===== config.mk =====
export PLATFORM = sky130hd
export DESIGN_NAME = mrwt_ctrl
export DESIGN_NICKNAME = d
export VERILOG_FILES = /design/src/hdl/mrwt_pkg.sv /design/src/hdl/mrwt_ctrl.sv
export SDC_FILE = /design/constraint.sdc
export NUM_CORES = 1
export LEC_CHECK = 0
export BUFFER_PORTS_ARGS = -buffer_cell sky130_fd_sc_hd__buf_2
export CELL_PAD_IN_SITES_DETAIL_PLACEMENT = 0
export CELL_PAD_IN_SITES_GLOBAL_PLACEMENT = 1
export CORE_UTILIZATION = 30
export DETAILED_ROUTE_END_ITERATION = 8
export GPL_TIMING_DRIVEN = 1
export PLACE_DENSITY_LB_ADDON = 0.1
export SYNTH_ARGS = -nofsm -noshare
export SYNTH_HDL_FRONTEND = slang
export SYNTH_SLANG_ARGS = --single-unit

===== constraint.sdc =====
create_clock -name clk_i -period 3.4 [get_ports clk_i]
set_input_delay 0.68 -clock clk_i [delete_from_list [all_inputs] [get_ports clk_i]]
set_output_delay 0.68 -clock clk_i [all_outputs]
set_load 0.01 [all_outputs]

===== src/hdl/mrwt_pkg.sv =====
// Shared types and constants for the Miller-Rabin witness test block.
package mrwt_pkg;

  localparam int unsigned FIELD_BITS     = 64;
  localparam int unsigned WORD_BITS_DEF  = 64;
  localparam int unsigned IN_TDATA_BITS  = 2 * FIELD_BITS;
  localparam int unsigned OUT_TDATA_BITS = 8;

  typedef enum logic [3:0] {
    DP_NOP,
    DP_LOAD,
    DP_DIV,
    DP_SPLIT,
    DP_INIT_POW,
    DP_MUL_XB,
    DP_MUL_BB,
    DP_MUL_XX,
    DP_MUL_STEP,
    DP_MUL_WB,
    DP_SHIFT_E
  } dp_cmd_e;

  typedef enum logic [3:0] {
    ST_IDLE,
    ST_CLASSIFY,
    ST_DIV,
    ST_SPLIT,
    ST_POW,
    ST_POW_SQ,
    ST_MUL,
    ST_CHECK,
    ST_SQ_CHK,
    ST_FINISH
  } ctl_state_e;

  typedef struct packed {
    logic trivial;      // n < 2 or n even
    logic trivial_res;  // n == 2
    logic div_done;
    logic q_lsb;
    logic q_zero;
    logic q_one;
    logic mul_done;
    logic x_one;
    logic x_nm1;
    logic s_le1;
  } dp_status_t;

endpackage


===== src/hdl/mrwt_ctrl.sv =====
// Controller: sequences the datapath and holds the result word register.
module mrwt_ctrl (
  input  logic                 clk_i,
  input  logic                 rst_ni,
  input  logic                 in_valid_i,
  output logic                 in_ready_o,
  output logic                 out_valid_o,
  input  logic                 out_ready_i,
  output logic                 out_flag_o,
  output mrwt_pkg::dp_cmd_e    cmd_o,
  input  mrwt_pkg::dp_status_t status_i
);
  import mrwt_pkg::*;

  ctl_state_e state_q, state_d;
  ctl_state_e ret_q, ret_d;
  logic       res_q, res_d;
  logic       out_valid_q, out_valid_d;
  logic       out_flag_q, out_flag_d;

  always_ff @(posedge clk_i or negedge rst_ni) begin
    if (!rst_ni) begin
      state_q     <= ST_IDLE;
      ret_q       <= ST_IDLE;
      res_q       <= 1'b0;
      out_valid_q <= 1'b0;
      out_flag_q  <= 1'b0;
    end else begin
      state_q     <= state_d;
      ret_q       <= ret_d;
      res_q       <= res_d;
      out_valid_q <= out_valid_d;
      out_flag_q  <= out_flag_d;
    end
  end

  always_comb begin
    state_d     = state_q;
    ret_d       = ret_q;
    res_d       = res_q;
    out_valid_d = out_valid_q & ~out_ready_i;
    out_flag_d  = out_flag_q;
    cmd_o       = DP_NOP;
    in_ready_o  = 1'b0;
    case (state_q)
      ST_IDLE: begin
        in_ready_o = 1'b1;
        if (in_valid_i) begin
          cmd_o   = DP_LOAD;
          state_d = ST_CLASSIFY;
        end
      end
      ST_CLASSIFY: begin
        if (status_i.trivial) begin
          res_d   = status_i.trivial_res;
          state_d = ST_FINISH;
        end else begin
          state_d = ST_DIV;
        end
      end
      ST_DIV: begin
        if (status_i.div_done) begin
          state_d = ST_SPLIT;
        end else begin
          cmd_o = DP_DIV;
        end
      end
      ST_SPLIT: begin
        if (status_i.q_lsb) begin
          cmd_o   = DP_INIT_POW;
          state_d = ST_POW;
        end else begin
          cmd_o = DP_SPLIT;
        end
      end
      ST_POW: begin
        if (status_i.q_zero) begin
          state_d = ST_CHECK;
        end else if (status_i.q_lsb) begin
          cmd_o   = DP_MUL_XB;
          ret_d   = ST_POW_SQ;
          state_d = ST_MUL;
        end else begin
          state_d = ST_POW_SQ;
        end
      end
      ST_POW_SQ: begin
        // last exponent bit done: the final base squaring is not needed
        if (status_i.q_one) begin
          cmd_o   = DP_SHIFT_E;
          state_d = ST_CHECK;
        end else begin
          cmd_o   = DP_MUL_BB;
          ret_d   = ST_POW;
          state_d = ST_MUL;
        end
      end
      ST_MUL: begin
        if (status_i.mul_done) begin
          cmd_o   = DP_MUL_WB;
          state_d = ret_q;
        end else begin
          cmd_o = DP_MUL_STEP;
        end
      end
      ST_CHECK: begin
        if (status_i.x_one || status_i.x_nm1) begin
          res_d   = 1'b1;
          state_d = ST_FINISH;
        end else if (status_i.s_le1) begin
          res_d   = 1'b0;
          state_d = ST_FINISH;
        end else begin
          cmd_o   = DP_MUL_XX;
          ret_d   = ST_SQ_CHK;
          state_d = ST_MUL;
        end
      end
      ST_SQ_CHK: begin
        if (status_i.x_nm1) begin
          res_d   = 1'b1;
          state_d = ST_FINISH;
        end else if (status_i.s_le1) begin
          res_d   = 1'b0;
          state_d = ST_FINISH;
        end else begin
          cmd_o   = DP_MUL_XX;
          ret_d   = ST_SQ_CHK;
          state_d = ST_MUL;
        end
      end
      ST_FINISH: begin
        if (!out_valid_q || out_ready_i) begin
          out_valid_d = 1'b1;
          out_flag_d  = res_q;
          state_d     = ST_IDLE;
        end
      end
      default: begin
        state_d = ST_IDLE;
      end
    endcase
  end

  assign out_valid_o = out_valid_q;
  assign out_flag_o  = out_flag_q;

endmodule


==> impl_metrics.toml <==
[timing]
setup_viol = 0
finClkSkew_ns = 0.01415
timing.final.crit_share = 0.7381
slew_viol_final = 0
fmax_ghz = 0.3985
worst_slew_pin_slew_ns = 0.4724
rsz0062_at_grt = "no"
layout_min_cycle_time_ns = 2.510
hold_violations = 0
max_slew_margin = 0.6851
setup_tns_ns = 0

[cts]
cts_resized = 0
root_buffer = "clkbuf_4"
cts_tree = "built"
worstSkewPairLatency_ns = 0.28
cts.sinks = 10
clk_pin_slew_ns = 0.08
numCtsBuffers = 3
cts_hold_buffers = 0
clockBufferDepth = 2
cts.htree.levels = 1
post-cts-setup-buffer-count = 0

[detailed_routing]
drtAntennaViolNets = 0
drt_iter0_drc = 27
via_per_inst = 5.516
route.detailed.drc = 0
vias = 855
dr.pass1.iters = 4
wl_per_cell_um = 15.43
routed_wl_mm = 2.392

[worst_setup_path]
crit_required_ns = 2.72
critPathTopFamily = "flip-flops"
critPathArrivalTime_ns = 1.83
worstPathCellList = "and4b_1 > nand2b_1 > o21ai_1 > a21oi_1 > o311ai_1 > buf_2"
cp-end-kind = "primary output"
crit_path_top_delay_cell = "dfrtp_1"
critPathMaxFanout = 17
cpPeakStageDelay_ns = 0.55
startpoint_type = "flop"
cp_num_buf_inv = 1
path_class = "reg2out"

[logic_synthesis]
synth_nets = 120
syn_area_um2 = 848.3
synth_edf_count = 0
synth_seq_cells = 10
ys_warn_count = 0
syn_avg_cell_area_um2 = 8.003
synthFlopType = "dfrtp_1"
synthArstFlopShare = 1.000
syn_inst = 106
ys_types = 40
ys_seq_area_frac = 0.2950

[finish]
fin_cells = 155
nFillCells = 292
drive_above_1_share = 0.2400
syn2layout_area_growth_pct = 15.93
antenna_cells = 0
nets = 141

[power]
ir_drop_mv = 0.3242
p_comb_frac = 0.547
p_int_mw = 0.4010
clkPwrFrac = 0.111
power_density_mw_per_mm2 = 777.6
p_leak_nw = 0.4534
p_switching_mw = 0.3637
share_seq_of_total_power = 0.342
switching_share = 0.4756

[die]
start_util = 0.3304
die_h_um = 55.18
dieArea_mm2 = 0.003044
core_region_area_mm2 = 0.002567
io_pins = 21
rows = 18
fp.dieW_um = 55.18

[placement]
dpl.cell_count = 152
dpl.hpwl_mm = 1.841
port_buffers = 20
finalWeightedCongestion = 0.8121

[grt]
grt_pass1_wl_mm = 3.732
grt_max_degree = 18
grt_usage = 0.1809
grt_pass1_vias = 801
grt.overflow.total = 0
antenna_found_initial = 0

[status]
status = "finished clean"

[min_path]
min_path_type = "in2async"

[flow_run]
drv_cap = 0
## worst register-to-register path, stage by stage (launching register included)
cell	delay, ns
dfrtp_1	0.62
nand2b_1	0.24
or3_1	0.43
o2111ai_2	0.15
mux2_1	0.35
## per-stage QoR
stage / power [mW] / worst slack [ns] / hold WS (ns) / utilization / area, um^2
3_5_place_dp: 0.6784 / 1.185 / 0.4965 / 0.3743 / 960.9
6_report: 0.7647 / 0.8904 / 0.2549 / 0.3830 / 983.4
3_3_place_gp: 0.6857 / 1.165 / 0.4777 / 0.3743 / 960.9
2_1_floorplan: 0.5642 / 1.493 / 0.3844 / - / 848.3
5_1_grt: 0.8273 / 0.7898 / 0.2658 / 0.3830 / 983.4
4_1_cts: 0.7659 / 0.9126 / 0.2651 / 0.3830 / 983.4
## worst paths after layout
path / from / to / slack (ns) / cells past startpoint
setup / recovery: state_q[1] / cmd_o[0] / 0.89 / 6
min in group clk_i: ret_q[0] / ret_q[0] / 0.51 / 1
max in group asynchronous: rst_ni / state_q[1] / 2.92 / 1
hold / removal: rst_ni / ret_q[0] / 0.25 / 1
hold reg to reg: ret_q[0] / ret_q[0] / 0.51 / 1
setup reg to reg: state_q[2] / state_q[1] / 1.51 / 4
## state kept, by name (all words and copies together) (netlist names)
register	flops
ret_q	3
res_q	1
out_valid_o	1
out_flag_o	1
state_q	4
## layer usage
layer | wire [um] | GRT usage | vias up
met1 | 1092 | 0.2177 | 412
li1 | - | - | 429
met5 | 0 | 0 | -
met2 | 1193 | 0.3072 | 12
met3 | 85 | 0.05738 | 2
met4 | 20 | 0.05000 | 0
## cells in the mapped netlist (all sizes together), types with 2 or more instances
cell / instances / area, um^2
o2bb2ai: 2 / 23.77
a21oi: 8 / 47.55
nor2: 5 / 18.77
nand3: 7 / 35.03
buf: 3 / 21.27
or3: 2 / 12.51
dfrtp: 10 / 250.2
a22o: 2 / 17.52
nand3b: 2 / 15.01
nor2b: 5 / 31.28
mux2: 2 / 22.52
o21ai: 11 / 55.05
nand2b: 8 / 50.05
o311ai: 2 / 25.03
mux2i: 2 / 20.02
o22ai: 2 / 12.51
nand2: 14 / 52.55
or2: 2 / 15.02
inv: 3 / 11.26
## cells by family (layout without fill, tap and decap cells)
| family | after synthesis | count (layout) | share of synthesized area |
|---|---|---|---|
| muxes | 4 | 4 | 0.05015 |
| AOI/OAI and AO/OA | 35 | 35 | 0.2980 |
| buffers and inverters | 7 | 26 | 0.04277 |
| and+or+nand+nor | 50 | 50 | 0.3142 |
| DFF | 10 | 10 | 0.2950 |
## cell type report
cell class	count	area (um^2)	share of cell area
Sequential cell	10	250.2	0.2545
Clock buffer	3	22.52	0.02290
Timing Repair Buffer	20	100.1	0.1018
Tap cell	30	37.54	0.03817
Inverter	3	11.26	0.01145
Multi-Input combinational cell	89	561.8	0.5712
## power groups by stage
stage	registers, mW	clock network (mW)	logic (mW)
after floorplan	0.208	0	0.356
final	0.261	0.0852	0.418
after global placement	0.260	0	0.426
after detailed placement	0.261	0	0.418
after CTS	0.259	0.0877	0.419
after global routing	0.271	0.0935	0.463
## placed cells by master, fill, tap and decap left out, types with 2 or more instances in the layout
cell / synthesis / final
a21oi_1: 6 / 6
a21oi_2: 2 / 2
a22o_1: 2 / 2
buf_2: 2 / 20
clkbuf_4: 0 / 3
dfrtp_1: 10 / 10
inv_1: 3 / 3
mux2i_1: 2 / 2
nand2_1: 14 / 14
nand2b_1: 8 / 8
nand3_1: 7 / 7
nand3b_1: 2 / 2
nor2_1: 5 / 5
nor2b_1: 5 / 5
o21ai_0: 8 / 8
o21ai_1: 3 / 3
o22ai_1: 2 / 2
or3_1: 2 / 2
Note: power is estimated with default switching activity, not from simulation.
